===== src/hw/rtl/bankers_safe_allocation_assert.svh =====
// Assertion macros for the banker's allocator.
// Relies on clk_i and rst_ni being in scope where a macro is used.
`ifndef BANKERS_SAFE_ALLOCATION_ASSERT_SVH
`define BANKERS_SAFE_ALLOCATION_ASSERT_SVH

// Same-cycle implication, disabled during reset.
`define BSA_ASSERT_IMP(label, ante, cons, msg) \
  label: assert property (@(posedge clk_i) disable iff (!rst_ni) (ante) |-> (cons)) \
    else $error(msg);

// Next-cycle implication, disabled during reset.
`define BSA_ASSERT_NXT(label, ante, cons, msg) \
  label: assert property (@(posedge clk_i) disable iff (!rst_ni) (ante) |=> (cons)) \
    else $error(msg);

`endif


===== src/hw/rtl/bsa_pkg.sv =====
// Shared constants for the banker's allocator: field widths, command and status codes.
// No dependencies.
package bsa_pkg;

  localparam int unsigned MaxProcessesDef = 8;
  localparam int unsigned MaxResourcesDef = 4;
  localparam int unsigned CountWidthDef   = 16;

  localparam int unsigned CmdW     = 3;
  localparam int unsigned ProcW    = 3;
  localparam int unsigned ResW     = 2;
  localparam int unsigned FieldW   = 16;
  localparam int unsigned StatusW  = 3;
  localparam int unsigned ActProcW = 4;
  localparam int unsigned ActResW  = 3;
  localparam int unsigned CfgDataW = 4;
  localparam int unsigned CfgIdxW  = 1;

  localparam logic [CmdW-1:0] CMD_LOAD     = 3'd0;
  localparam logic [CmdW-1:0] CMD_TOTAL    = 3'd1;
  localparam logic [CmdW-1:0] CMD_REQUEST  = 3'd2;
  localparam logic [CmdW-1:0] CMD_FREE     = 3'd3;
  localparam logic [CmdW-1:0] CMD_FREE_ALL = 3'd4;
  localparam logic [CmdW-1:0] CMD_QUERY    = 3'd5;

  localparam logic [StatusW-1:0] ST_OK      = 3'd0;
  localparam logic [StatusW-1:0] ST_BAD_RES = 3'd1;
  localparam logic [StatusW-1:0] ST_BAD_PRC = 3'd2;
  localparam logic [StatusW-1:0] ST_EXCEEDS = 3'd3;
  localparam logic [StatusW-1:0] ST_UNSAFE  = 3'd4;
  localparam logic [StatusW-1:0] ST_UNAVAIL = 3'd5;

  localparam logic [CfgIdxW-1:0] REG_ACT_PROC = 1'b0;
  localparam logic [CfgIdxW-1:0] REG_ACT_RES  = 1'b1;

endpackage


===== src/hw/rtl/bsa_ram.sv =====
// Generic single-port RAM with registered read (read-before-write).
// No dependencies.
module bsa_ram #(
  parameter int unsigned WIDTH = 16,
  parameter int unsigned DEPTH = 32
) (
  input  logic                     clk_i,
  input  logic                     we_i,
  input  logic [$clog2(DEPTH)-1:0] addr_i,
  input  logic [WIDTH-1:0]         wdata_i,
  output logic [WIDTH-1:0]         rdata_o
);

  logic [WIDTH-1:0] mem_q [DEPTH];
  logic [WIDTH-1:0] rdata_q;

  always_ff @(posedge clk_i) begin
    if (we_i) begin
      mem_q[addr_i] <= wdata_i;
    end
    rdata_q <= mem_q[addr_i];
  end

  assign rdata_o = rdata_q;

endmodule


===== src/hw/rtl/bankers_safe_allocation.sv =====
// Banker's algorithm allocator: claim/allocation tables, available counts, safety walk.
// Depends on bsa_pkg, bsa_ram and bankers_safe_allocation_assert.svh.
//
// Channel   Direction  Handshake                      Payload
// command   in         start_i & !busy_o              command, process, resource, count, held
// result    out        result_valid_o (one cycle)     status, sequence_process, last
// config    in         cfg_valid_i & cfg_ready_o      cfg_index_i, cfg_data_i
//
// After reset both tables are zeroed, one cell a cycle, with busy_o high. load_entry and
// index rejects are answered straight from idle; free, set_total and free_all read the RAM
// before they write or answer. The safety walk uses one RAM port and one compare/add unit,
// at most np passes of np rows; a safe query then gives one result a cycle, np results in all.
// The result port has no back-pressure; config is always ready.
`include "bankers_safe_allocation_assert.svh"

module bankers_safe_allocation import bsa_pkg::*; #(
  parameter int unsigned MAX_PROCESSES = MaxProcessesDef,
  parameter int unsigned MAX_RESOURCES = MaxResourcesDef,
  parameter int unsigned COUNT_WIDTH   = CountWidthDef
) (
  input  logic                clk_i,
  input  logic                rst_ni,
  input  logic                start_i,
  output logic                busy_o,
  input  logic [CmdW-1:0]     command_i,
  input  logic [ProcW-1:0]    process_i,
  input  logic [ResW-1:0]     resource_i,
  input  logic [FieldW-1:0]   count_i,
  input  logic [FieldW-1:0]   held_i,
  output logic                result_valid_o,
  output logic [StatusW-1:0]  status_o,
  output logic [ProcW-1:0]    sequence_process_o,
  output logic                last_o,
  input  logic                cfg_valid_i,
  output logic                cfg_ready_o,
  input  logic [CfgIdxW-1:0]  cfg_index_i,
  input  logic [CfgDataW-1:0] cfg_data_i
);

  localparam int unsigned PW    = $clog2(MAX_PROCESSES);
  localparam int unsigned RW    = (MAX_RESOURCES > 1) ? $clog2(MAX_RESOURCES) : 1;
  localparam int unsigned PCW   = $clog2(MAX_PROCESSES + 1);
  localparam int unsigned RCW   = $clog2(MAX_RESOURCES + 1);
  localparam int unsigned AW    = PW + RW;
  localparam int unsigned DEPTH = 2 ** AW;
  localparam int unsigned CW    = COUNT_WIDTH;

  localparam logic [3:0] S_CLR    = 4'd0;
  localparam logic [3:0] S_IDLE   = 4'd1;
  localparam logic [3:0] S_RD     = 4'd2;
  localparam logic [3:0] S_EXEC   = 4'd3;
  localparam logic [3:0] S_COL    = 4'd4;
  localparam logic [3:0] S_COLACC = 4'd5;
  localparam logic [3:0] S_FA     = 4'd6;
  localparam logic [3:0] S_FAACC  = 4'd7;
  localparam logic [3:0] S_WSEL   = 4'd8;
  localparam logic [3:0] S_WRD    = 4'd9;
  localparam logic [3:0] S_WCHK   = 4'd10;
  localparam logic [3:0] S_WADDRD = 4'd11;
  localparam logic [3:0] S_WACC   = 4'd12;
  localparam logic [3:0] S_WEND   = 4'd13;
  localparam logic [3:0] S_SEQ    = 4'd14;

  function automatic logic [CW-1:0] sat_add(input logic [CW-1:0] a, input logic [CW-1:0] b);
    logic [CW:0] s;
    s = {1'b0, a} + {1'b0, b};
    return s[CW] ? '1 : s[CW-1:0];
  endfunction

  logic [3:0]          state_q, state_d;
  logic [AW-1:0]       clr_q, clr_d;
  logic [ActProcW-1:0] act_proc_q;
  logic [ActResW-1:0]  act_res_q;
  logic [CmdW-1:0]     cmd_q, cmd_d;
  logic [PW-1:0]       p_q, p_d;
  logic [RW-1:0]       r_q, r_d;
  logic [CW-1:0]       cnt_q, cnt_d;
  logic [CW-1:0]       acc_q, acc_d;
  logic [CW-1:0]       old_q, old_d;
  logic [PCW-1:0]      wp_q, wp_d;
  logic [RW-1:0]       wr_q, wr_d;
  logic [PCW-1:0]      done_q, done_d;
  logic                prog_q, prog_d;
  logic [MAX_PROCESSES-1:0] fin_q, fin_d;
  logic [CW-1:0]       avail_q [MAX_RESOURCES];
  logic [CW-1:0]       avail_d [MAX_RESOURCES];
  logic [CW-1:0]       work_q  [MAX_RESOURCES];
  logic [CW-1:0]       work_d  [MAX_RESOURCES];
  logic [PW-1:0]       order_q [MAX_PROCESSES];
  logic [PW-1:0]       order_d [MAX_PROCESSES];
  logic                rvalid_q, rvalid_d;
  logic [StatusW-1:0]  status_q, status_d;
  logic [ProcW-1:0]    seqp_q, seqp_d;
  logic                last_q, last_d;

  logic [PCW-1:0] np_c, np_last;
  logic [RCW-1:0] nr_c;
  logic [RW-1:0]  nr_last;
  logic           accept;
  logic           p_in_bad, r_in_bad;
  logic [AW-1:0]  ram_addr;
  logic           claim_we, alloc_we;
  logic [CW-1:0]  claim_wdata, alloc_wdata, claim_rd, alloc_rd;
  logic [CW-1:0]  need_c, sum_c, amt_c;
  logic [CW:0]    claim_chk;

  // Register values out of range act as the nearest legal value.
  always_comb begin
    if (act_proc_q == '0) begin
      np_c = PCW'(1);
    end else if (32'(act_proc_q) > MAX_PROCESSES) begin
      np_c = PCW'(MAX_PROCESSES);
    end else begin
      np_c = PCW'(act_proc_q);
    end
    if (act_res_q == '0) begin
      nr_c = RCW'(1);
    end else if (32'(act_res_q) > MAX_RESOURCES) begin
      nr_c = RCW'(MAX_RESOURCES);
    end else begin
      nr_c = RCW'(act_res_q);
    end
  end

  assign np_last  = np_c - PCW'(1);
  assign nr_last  = RW'(nr_c - RCW'(1));
  assign busy_o   = (state_q != S_IDLE);
  assign accept   = start_i && !busy_o;
  assign p_in_bad = (32'(process_i) >= 32'(np_c));
  assign r_in_bad = (32'(resource_i) >= 32'(nr_c));

  assign need_c    = (alloc_rd >= claim_rd) ? '0 : claim_rd - alloc_rd;
  assign sum_c     = sat_add(acc_q, alloc_rd);
  assign amt_c     = (cnt_q < alloc_rd) ? cnt_q : alloc_rd;
  assign claim_chk = {1'b0, cnt_q} + {1'b0, alloc_rd};

  bsa_ram #(.WIDTH(CW), .DEPTH(DEPTH)) u_claim_ram (
    .clk_i   (clk_i),
    .we_i    (claim_we),
    .addr_i  (ram_addr),
    .wdata_i (claim_wdata),
    .rdata_o (claim_rd)
  );

  bsa_ram #(.WIDTH(CW), .DEPTH(DEPTH)) u_alloc_ram (
    .clk_i   (clk_i),
    .we_i    (alloc_we),
    .addr_i  (ram_addr),
    .wdata_i (alloc_wdata),
    .rdata_o (alloc_rd)
  );

  always_comb begin
    state_d  = state_q;
    clr_d    = clr_q;
    cmd_d    = cmd_q;
    p_d      = p_q;
    r_d      = r_q;
    cnt_d    = cnt_q;
    acc_d    = acc_q;
    old_d    = old_q;
    wp_d     = wp_q;
    wr_d     = wr_q;
    done_d   = done_q;
    prog_d   = prog_q;
    fin_d    = fin_q;
    avail_d  = avail_q;
    work_d   = work_q;
    order_d  = order_q;
    rvalid_d = 1'b0;
    status_d = status_q;
    seqp_d   = seqp_q;
    last_d   = last_q;

    ram_addr    = {p_q, r_q};
    claim_we    = 1'b0;
    alloc_we    = 1'b0;
    claim_wdata = cnt_q;
    alloc_wdata = '0;

    case (state_q)
      S_CLR: begin
        ram_addr    = clr_q;
        claim_we    = 1'b1;
        alloc_we    = 1'b1;
        claim_wdata = '0;
        clr_d       = clr_q + AW'(1);
        if (clr_q == '1) begin
          state_d = S_IDLE;
        end
      end

      S_IDLE: begin
        ram_addr = {PW'(process_i), RW'(resource_i)};
        if (accept) begin
          cmd_d  = command_i;
          p_d    = PW'(process_i);
          r_d    = RW'(resource_i);
          cnt_d  = CW'(count_i);
          case (command_i)
            CMD_QUERY: begin
              work_d  = avail_q;
              fin_d   = '0;
              done_d  = '0;
              prog_d  = 1'b0;
              wp_d    = '0;
              state_d = S_WSEL;
            end
            CMD_TOTAL: begin
              if (r_in_bad) begin
                rvalid_d = 1'b1; status_d = ST_BAD_RES; seqp_d = '0; last_d = 1'b1;
              end else begin
                acc_d   = '0;
                wp_d    = '0;
                state_d = S_COL;
              end
            end
            CMD_LOAD, CMD_REQUEST, CMD_FREE, CMD_FREE_ALL: begin
              if (p_in_bad) begin
                rvalid_d = 1'b1; status_d = ST_BAD_PRC; seqp_d = '0; last_d = 1'b1;
              end else if (command_i == CMD_FREE_ALL) begin
                wr_d    = '0;
                state_d = S_FA;
              end else if (r_in_bad) begin
                rvalid_d = 1'b1; status_d = ST_BAD_RES; seqp_d = '0; last_d = 1'b1;
              end else if (command_i == CMD_LOAD) begin
                claim_we    = 1'b1;
                alloc_we    = 1'b1;
                claim_wdata = CW'(count_i);
                alloc_wdata = CW'(held_i);
                rvalid_d = 1'b1; status_d = ST_OK; seqp_d = '0; last_d = 1'b1;
              end else begin
                state_d = S_RD;
              end
            end
            default: begin
              // unused command codes: nothing happens
            end
          endcase
        end
      end

      S_RD: begin
        state_d = S_EXEC;
      end

      S_EXEC: begin
        if (cmd_q == CMD_FREE) begin
          alloc_we      = 1'b1;
          alloc_wdata   = alloc_rd - amt_c;
          avail_d[r_q]  = sat_add(avail_q[r_q], amt_c);
          rvalid_d = 1'b1; status_d = ST_OK; seqp_d = '0; last_d = 1'b1;
          state_d = S_IDLE;
        end else if (cnt_q > avail_q[r_q]) begin
          rvalid_d = 1'b1; status_d = ST_UNAVAIL; seqp_d = '0; last_d = 1'b1;
          state_d = S_IDLE;
        end else if (claim_chk > {1'b0, claim_rd}) begin
          rvalid_d = 1'b1; status_d = ST_EXCEEDS; seqp_d = '0; last_d = 1'b1;
          state_d = S_IDLE;
        end else begin
          // trial grant, then walk
          alloc_we     = 1'b1;
          alloc_wdata  = claim_chk[CW-1:0];
          old_d        = alloc_rd;
          avail_d[r_q] = avail_q[r_q] - cnt_q;
          work_d       = avail_d;
          fin_d        = '0;
          done_d       = '0;
          prog_d       = 1'b0;
          wp_d         = '0;
          state_d      = S_WSEL;
        end
      end

      S_COL: begin
        ram_addr = {wp_q[PW-1:0], r_q};
        state_d  = S_COLACC;
      end

      S_COLACC: begin
        acc_d = sum_c;
        if (wp_q == np_last) begin
          avail_d[r_q] = (cnt_q > sum_c) ? cnt_q - sum_c : '0;
          rvalid_d = 1'b1; status_d = ST_OK; seqp_d = '0; last_d = 1'b1;
          state_d = S_IDLE;
        end else begin
          wp_d    = wp_q + PCW'(1);
          state_d = S_COL;
        end
      end

      S_FA: begin
        ram_addr = {p_q, wr_q};
        state_d  = S_FAACC;
      end

      S_FAACC: begin
        ram_addr      = {p_q, wr_q};
        alloc_we      = 1'b1;
        alloc_wdata   = '0;
        avail_d[wr_q] = sat_add(avail_q[wr_q], alloc_rd);
        if (wr_q == nr_last) begin
          rvalid_d = 1'b1; status_d = ST_OK; seqp_d = '0; last_d = 1'b1;
          state_d = S_IDLE;
        end else begin
          wr_d    = wr_q + RW'(1);
          state_d = S_FA;
        end
      end

      S_WSEL: begin
        if (wp_q == np_c) begin
          // end of a pass: stop when all done or nothing moved
          if ((done_q == np_c) || !prog_q) begin
            state_d = S_WEND;
          end else begin
            wp_d   = '0;
            prog_d = 1'b0;
          end
        end else if (fin_q[wp_q[PW-1:0]]) begin
          wp_d = wp_q + PCW'(1);
        end else begin
          wr_d    = '0;
          state_d = S_WRD;
        end
      end

      S_WRD: begin
        ram_addr = {wp_q[PW-1:0], wr_q};
        state_d  = S_WCHK;
      end

      S_WCHK: begin
        ram_addr = {wp_q[PW-1:0], wr_q};
        if (need_c > work_q[wr_q]) begin
          wp_d    = wp_q + PCW'(1);
          state_d = S_WSEL;
        end else if (wr_q == nr_last) begin
          wr_d    = '0;
          state_d = S_WADDRD;
        end else begin
          wr_d    = wr_q + RW'(1);
          state_d = S_WRD;
        end
      end

      S_WADDRD: begin
        ram_addr = {wp_q[PW-1:0], wr_q};
        state_d  = S_WACC;
      end

      S_WACC: begin
        ram_addr     = {wp_q[PW-1:0], wr_q};
        work_d[wr_q] = sat_add(work_q[wr_q], alloc_rd);
        if (wr_q == nr_last) begin
          fin_d[wp_q[PW-1:0]]       = 1'b1;
          order_d[done_q[PW-1:0]]   = wp_q[PW-1:0];
          done_d                    = done_q + PCW'(1);
          prog_d                    = 1'b1;
          wp_d                      = wp_q + PCW'(1);
          state_d                   = S_WSEL;
        end else begin
          wr_d    = wr_q + RW'(1);
          state_d = S_WADDRD;
        end
      end

      S_WEND: begin
        if (done_q != np_c) begin
          if (cmd_q == CMD_REQUEST) begin
            // undo the trial grant
            alloc_we     = 1'b1;
            alloc_wdata  = old_q;
            avail_d[r_q] = avail_q[r_q] + cnt_q;
          end
          rvalid_d = 1'b1; status_d = ST_UNSAFE; seqp_d = '0; last_d = 1'b1;
          state_d = S_IDLE;
        end else if (cmd_q == CMD_REQUEST) begin
          rvalid_d = 1'b1; status_d = ST_OK; seqp_d = '0; last_d = 1'b1;
          state_d = S_IDLE;
        end else begin
          wp_d    = '0;
          state_d = S_SEQ;
        end
      end

      S_SEQ: begin
        rvalid_d = 1'b1;
        status_d = ST_OK;
        seqp_d   = ProcW'(order_q[wp_q[PW-1:0]]);
        last_d   = (wp_q == np_last);
        wp_d     = wp_q + PCW'(1);
        if (wp_q == np_last) begin
          state_d = S_IDLE;
        end
      end

      default: begin
        state_d = S_IDLE;
      end
    endcase
  end

  always_ff @(posedge clk_i or negedge rst_ni) begin
    if (!rst_ni) begin
      state_q    <= S_CLR;
      clr_q      <= '0;
      act_proc_q <= ActProcW'(8);
      act_res_q  <= ActResW'(4);
      fin_q      <= '0;
      rvalid_q   <= 1'b0;
      for (int i = 0; i < MAX_RESOURCES; i++) begin
        avail_q[i] <= '0;
      end
    end else begin
      state_q  <= state_d;
      clr_q    <= clr_d;
      fin_q    <= fin_d;
      rvalid_q <= rvalid_d;
      avail_q  <= avail_d;
      if (cfg_valid_i && cfg_ready_o) begin
        case (cfg_index_i)
          REG_ACT_PROC: act_proc_q <= cfg_data_i;
          REG_ACT_RES:  act_res_q  <= cfg_data_i[ActResW-1:0];
          default: begin
          end
        endcase
      end
    end
  end

  always_ff @(posedge clk_i) begin
    cmd_q    <= cmd_d;
    p_q      <= p_d;
    r_q      <= r_d;
    cnt_q    <= cnt_d;
    acc_q    <= acc_d;
    old_q    <= old_d;
    wp_q     <= wp_d;
    wr_q     <= wr_d;
    done_q   <= done_d;
    prog_q   <= prog_d;
    work_q   <= work_d;
    order_q  <= order_d;
    status_q <= status_d;
    seqp_q   <= seqp_d;
    last_q   <= last_d;
  end

  assign cfg_ready_o        = 1'b1;
  assign result_valid_o     = rvalid_q;
  assign status_o           = status_q;
  assign sequence_process_o = seqp_q;
  assign last_o             = last_q;

  `BSA_ASSERT_IMP(a_notlast_in_seq, rvalid_q && !last_q, state_q == S_SEQ, "non-final result outside sequence output")
  `BSA_ASSERT_NXT(a_seq_continues, rvalid_q && !last_q, rvalid_q, "safe sequence broken off early")
  `BSA_ASSERT_IMP(a_walk_count, state_q == S_WEND, $countones(fin_q) == done_q, "finished mask and count disagree")
  `BSA_ASSERT_IMP(a_seq_full, state_q == S_SEQ, (done_q == np_c) && ($countones(fin_q) == done_q), "sequence output from incomplete walk")

endmodule

===== config.mk =====
export PLATFORM = sky130hd
export DESIGN_NAME = bankers_safe_allocation
export DESIGN_NICKNAME = d
export VERILOG_FILES = /design/src/hw/rtl/bsa_pkg.sv /design/src/hw/rtl/bsa_ram.sv /design/src/hw/rtl/bankers_safe_allocation.sv
export VERILOG_INCLUDE_DIRS = /design/src /design/src/hw/rtl
export SDC_FILE = /design/constraint.sdc
export NUM_CORES = 2
export LEC_CHECK = 0
export BUFFER_PORTS_ARGS = -buffer_cell sky130_fd_sc_hd__buf_4
export CORE_MARGIN = 2
export CORE_UTILIZATION = 39
export DETAILED_ROUTE_END_ITERATION = 12
export PLACE_DENSITY = 0.56
export SYNTH_ARGS = -nofsm -noshare
export SYNTH_HDL_FRONTEND = slang
export SYNTH_HIERARCHICAL = 1
export SYNTH_SLANG_ARGS = --single-unit

===== constraint.sdc =====
create_clock -name clk_i -period 7.5 [get_ports clk_i]
set_clock_uncertainty 0.05 [all_clocks]
set_input_delay 0.75 -clock clk_i [delete_from_list [all_inputs] [get_ports clk_i]]
set_output_delay 0.75 -clock clk_i [all_outputs]
set_load 0.1 [all_outputs]

After elaboration in Yosys (flattened, before gate mapping)
Memories as Yosys holds them, arrays and structs flattened. A register that Yosys moved wholly into a read port is not among the register bits.
Index checks and enable logic that the tools add are counted.
- flip-flop bits (word level): 251
- memory bits (writable): 1024
- bits of input ports: 49
- output and inout bits: 10
- logic and storage cells: 405
- memories: 2
- add/subtract/negate cells: 16
- order comparisons: 19
- eq/ne operators: 73
- mux-type cells: 213
- bitwise logic cells: 9
- reductions and logical operators: 38
- memories (memory ; depth ; bits a word ; read ports ; clocked after memory_dff ; wr ports ; RTL line ; source):
    u_alloc_ram.mem_q ; 32 ; 16 ; 1 ; 1 ; 1 ; bsa_ram.sv:14 ; logic [WIDTH-1:0] mem_q [DEPTH];
    u_claim_ram.mem_q ; 32 ; 16 ; 1 ; 1 ; 1 ; bsa_ram.sv:14 ;
- operators with widths (operator ; count):
    $mux 64 ; 9
    $mux 16 ; 35
    $bwmux 64 ; 6
    $pmux 64 s4 ; 1
    $pmux 64 s3 ; 1
    $mux 4 ; 34
    $bmux 16 s2 ; 3
    $mux 3 ; 29
    $add 16x16->17 ; 5
    $demux 16 s2 ; 2
    $pmux 16 s2 ; 2
    $sub 16x16->16 ; 4
    $pmux 4 s15 ; 1
    $ne 2x2->1 const B ; 25
    $gt 16x16->1 ; 3
    $mux 1 ; 48
    $mux 8 ; 6
    $pmux 16 s3 ; 1
    $pmux 3 s6 ; 2
    $pmux 4 s8 ; 1
    $ne 3x3->1 const B ; 10
    $eq 4x4->1 const B ; 7
    $pmux 5 s5 ; 1
    $bwmux 24 ; 1
    other kinds (72) ; 131

Longest topological paths before layout
- depth in word-level cells: 12
- depth in mapped cells: 25

Modules after synthesis
The synthesis kept the hierarchy.
- modules (own cells, without submodules) (module ; instances ; cells an instance ; area each (sq um) ; seq. area each (sq um)):
    bankers_safe_allocation ; 1 ; 2946 ; 25340.6 ; 7094.3
    bsa_ram (u_alloc_ram) ; 1 ; 1086 ; 20093.0 ; 15695.1
    bsa_ram (u_claim_ram) ; 1 ; 1086 ; 20059.2 ; 15695.1

Worst setup path after synthesis
OpenSTA, ideal clock, no wires.
- path type: register to register
- from: register cnt_q[1]
- to: register fin_q[0]
- library setup time: 0.123 ns
- data arrival time: 7.689 ns
- setup slack: -0.362 ns
- cell stages (with the launch flop): 20
- path buffers: 0
- period minus slack after synthesis: 7.862 ns
- path through: edfxtp_1 > inv_1 > fa_1 > or2_2 > a221oi_1 > o211ai_1 > a311oi_2 > o21ai_0 > nand2b_1 > xnor2_1 > ha_1 > and3_1 > a221oi_1 > o21ai_0 > a22oi_1 > o211a_1 > a31oi_1 > nor2_1 > nand2_1 > a22o_1
- cells in the longest elaborated chain, start to end: 4
- RTL lines (what ; RTL line ; source):
    start: declaration ; bankers_safe_allocation.sv:77 ; logic [CW-1:0] cnt_q, cnt_d;
    start signal: assignment ; bankers_safe_allocation.sv:436 ; cnt_q <= cnt_d;
    $add 16x16->17 ; bankers_safe_allocation.sv:135 ; assign claim_chk = {1'b0, cnt_q} + {1'b0, alloc_rd};
    $gt 17x16->1 ; bankers_safe_allocation.sv:257 ; end else if (claim_chk > {1'b0, claim_rd}) begin
    $ne 2x2->1 (no line) ; - ;
    $reduce_and 7->1 (no line) * ; - ;
    end signal: assignment ; bankers_safe_allocation.sv:418 ; fin_q <= fin_d;
    end: declaration ; bankers_safe_allocation.sv:84 ; logic [MAX_PROCESSES-1:0] fin_q, fin_d;
Every way passes the cells marked *; elsewhere a longest branch is shown, timed or not.
A chain may end at the register's enable or synchronous reset.

Final worst setup path
- from: register cnt_q[1]
- to: memory u_alloc_ram.mem_q[29][7] (enable)
- cells in the longest elaborated chain, start to end: 8
- RTL lines (what ; RTL line ; source):
    $add 16x16->17 ; bankers_safe_allocation.sv:135 ;
    $gt 17x16->1 ; bankers_safe_allocation.sv:257 ;
    $mux 1 ; bankers_safe_allocation.sv:257 ;
    $mux 1 * ; bankers_safe_allocation.sv:254 ; end else if (cnt_q > avail_q[r_q]) begin
    $mux 1 * ; bankers_safe_allocation.sv:248 ; if (cmd_q == CMD_FREE) begin
    $pmux 1 s4 * ; bankers_safe_allocation.sv:181 ; case (state_q)
    via alloc_we ; bankers_safe_allocation.sv:102 ; logic claim_we, alloc_we;
    $mux 1 * ; bsa_ram.sv:18 ; if (we_i) begin
    $mux 1 (implied by the code) * ; bsa_ram.sv:19 ; mem_q[addr_i] <= wdata_i;
    end: declaration ; bsa_ram.sv:14 ;
The timed path passes the listed nets; every way through them passes the cells marked *.

==> impl_metrics.env <==
export IMPL_synth_area_sq_mm=0.0655
export IMPL_yosysWarnings=6
export IMPL_critPathMaxStageDelay_ns=0.59
export IMPL_num_vias=46200
export IMPL_cts_clk_slew_worst_paths_ns=0.06
export IMPL_antenna_left=0
export IMPL_async_flop_share_pct=6.81
export IMPL_p_leak_uw=0.0271
export IMPL_routed_via_density=6.09
export IMPL_ys_types=107
export IMPL_start_util_pct=39.2
export IMPL_power_density_mw_per_mm2=521
export IMPL_final_cell_mix="1186 x edfxtp_1, 526 x mux2i_1, 349 x nor2_1"
export IMPL_setup_viol=0
export IMPL_min_period_over_period_pct=92.9
export IMPL_globalRouteOverflowTotal=0
export IMPL_die_height_um=414
export IMPL_slew_viol_final=0
export IMPL_path_cells="inv_1 > fa_1 > or2_2 > a221oi_1 > o211ai_1 > a311oi_2 > o21ai_0 > nand2b_1 > xnor2_1 > ha_1 > and3_1 > a221oi_1 > o21ai_0 > a22oi_1 > o211a_1 > and2_1 > o21ai_0 > nand3_1 > nand3b_1 > nor2_1 > buf_4"
export IMPL_grt_pass1_vias=43900
export IMPL_cp_required_ns=7.93
export IMPL_ys_seq_area_share_pct=58.8
export IMPL_fmax_mhz=143
export IMPL_fin_area_sq_mm=0.0741
export IMPL_fin_crit_ns=6.97
export IMPL_synthFlopType="edfxtp_1"
export IMPL_drive_above_1_share_pct=12.6
export IMPL_end_kind="flop"
export IMPL_synth_nets=5398
export IMPL_cts_tree="done"
export IMPL_h_tree_depth=4
export IMPL_wire_per_inst_um=29.0
export IMPL_io_pins=59
export IMPL_syn_avg_cell_area_sq_um=12.8
export IMPL_rsz0062_at_grt="no"
export IMPL_numCtsBuffers=147
export IMPL_arrival_ns=7.40
export IMPL_port_buffers=57
export IMPL_antenna_found_initial=8
export IMPL_netlist_instances=5118
export IMPL_cap_violations=0
export IMPL_nets=5539
export IMPL_finalHoldViolCount=0
export IMPL_synth_edf_count=1186
export IMPL_grt_pass1_wl_um=315000
export IMPL_cp_slowest_cell="edfxtp_1"
export IMPL_wl_um=220000
export IMPL_post_cts_resize_count=0
export IMPL_clk_root_buffer_cell="clkbuf_16"
export IMPL_clock_latency_ns=0.81
export IMPL_relSlewSlack_pct=15.3
export IMPL_layout_commonest_cell="edfxtp_1"
export IMPL_grt_start_max_net_pins=96
export IMPL_ys_ff_latch=1307
export IMPL_cts_hold_buf=1
export IMPL_cts_post_setup_buffers_inserted=0
export IMPL_gr_usage_all_layers_pct=25.3
export IMPL_syn2layout_area_growth_pct=13.2
export IMPL_crit_path_frequent_cell="o21ai_0"
export IMPL_crit_fanout=13
export IMPL_coreArea_sq_mm=0.167
export IMPL_firstDrtPassIters=7
export IMPL_ir_worst_vdd_mv=0.319
export IMPL_cp_start_kind="flop"
export IMPL_status="finished clean"
export IMPL_die_w_um=414
export IMPL_worstMarginPinSlew_ns=1.26
export IMPL_hp_class="input pin to flop"
export IMPL_gp_congestion=0.998
export IMPL_drt_iter0_markers=5353
export IMPL_clock_sinks=1307
export IMPL_dpl_hpwl_um=152000
export IMPL_remaining_drc_errors=0
export IMPL_design_die_area_sq_mm=0.171
export IMPL_ctsLongestPathBuffers=3
export IMPL_place_area_sq_mm=0.0693
export IMPL_tns_ns=0
export IMPL_path_class="flop to flop"
export IMPL_fp_row_count=150
-- per-stage QoR --
step                cells  setup WS (ns)  total power, uW  utilization [%]  hold WS (ns)
floorplan            5118          0.891            23800                -         0.404
global placement     7313          0.949            31200             41.5         0.427
detailed placement   7313          0.777            31300             41.5         0.434
CTS                  7584          0.769            38500             44.4        0.0400
global route         7585          0.163            40400             44.4        0.0670
finish               7585          0.531            38600             44.4        0.0953
-- report_power, final --
part | leakage (uW) | switching, uW | internal [uW] | total, uW
registers | 0.0126 | 767 | 9400 | 10200
clock network | 0.00231 | 3050 | 4050 | 7100
logic | 0.0122 | 14000 | 7400 | 21400
-- sequential cells by signal (all words and copies together) (netlist names), 24 cells and up --
| register | flops |
|---|---|
| avail_q | 64 |
| order_q | 24 |
| u_alloc_ram/mem_q | 512 |
| u_claim_ram/mem_q | 512 |
| work_q | 64 |
-- synth_stat cells (all sizes together) (42+ instances only) --
cell / number / share of area (%)
nor4: 76 / 0.74
buf: 133 / 1.2
nand2: 234 / 1.3
xnor2: 87 / 1.2
a31oi: 50 / 0.48
mux2i: 526 / 8.0
a221o: 45 / 0.69
nor3: 60 / 0.47
o22ai: 280 / 2.8
nor2: 357 / 2.1
o21ai: 237 / 1.8
mux4: 50 / 1.7
a21o: 78 / 0.90
inv: 147 / 0.85
edfxtp: 1186 / 54
dfrtp: 87 / 3.3
a21oi: 289 / 2.2
ha: 221 / 4.2
nor2b: 42 / 0.40
clkbuf: 161 / 1.0
-- critical path, delay by kind of cell (launching register included) --
family / cells / cell delay (ns)
AOI/OAI and AO/OA: 9 / 2.42
buffers and inverters: 2 / 0.52
and+or+nand+nor: 7 / 2.08
adders and majority gates: 2 / 0.79
DFF: 1 / 0.59
xor gates and xnor gates: 1 / 0.18
-- final cells by class --
type	instances	area [sq um]
Antenna cell	1	2.50
Clock buffer	196	3900
Clock inverter	74	851
Fill cell	15200	92900
Inverter	147	554
Multi-Input combinational cell	3370	25300
Sequential cell	1307	38500
Tap cell	2204	2760
Timing Repair Buffer	286	2250
-- logic make-up (layout without fill, tap and decap cells) --
group / after synthesis / count (layout) / share of synthesized area (%)
flip-flops: 1307 / 1307 / 58.8
buffers and inverters: 441 / 703 / 3.01
other: 1 / 2 / 0.00573
AO/OA/AOI/OAI: 1389 / 1389 / 14.3
XOR/XNOR: 127 / 127 / 1.70
adder cells (fa/ha/maj): 231 / 231 / 4.53
multiplexers: 584 / 584 / 9.90
AND/OR/NAND/NOR: 1038 / 1038 / 7.85
-- layer usage --
layer	up-vias	GRT usage [%]	share of wire (%)
met5	-	0	0.033
met4	10	9.77	4.2
met3	432	5.48	8.8
met2	2163	39.1	45
met1	23200	34.7	42
li1	20400	-	-
-- worst paths after layout --
path / endpoint / depth (start not counted) / start / slack [ns]
max: u_alloc_ram/mem_q[29][7] / 21 / cnt_q[1] / 0.53
min: cnt_q[11] / 1 / count_i[11] / 0.1
max reg2reg: u_alloc_ram/mem_q[29][7] / 21 / cnt_q[1] / 0.53
min reg2reg: fin_q[7] / 1 / fin_q[7] / 0.44
max in group asynchronous: avail_q[33] / 3 / rst_ni / 5.61
min in group asynchronous: clr_q[0] / 2 / rst_ni / 0.32
Power figures use the tool's default switching activity.
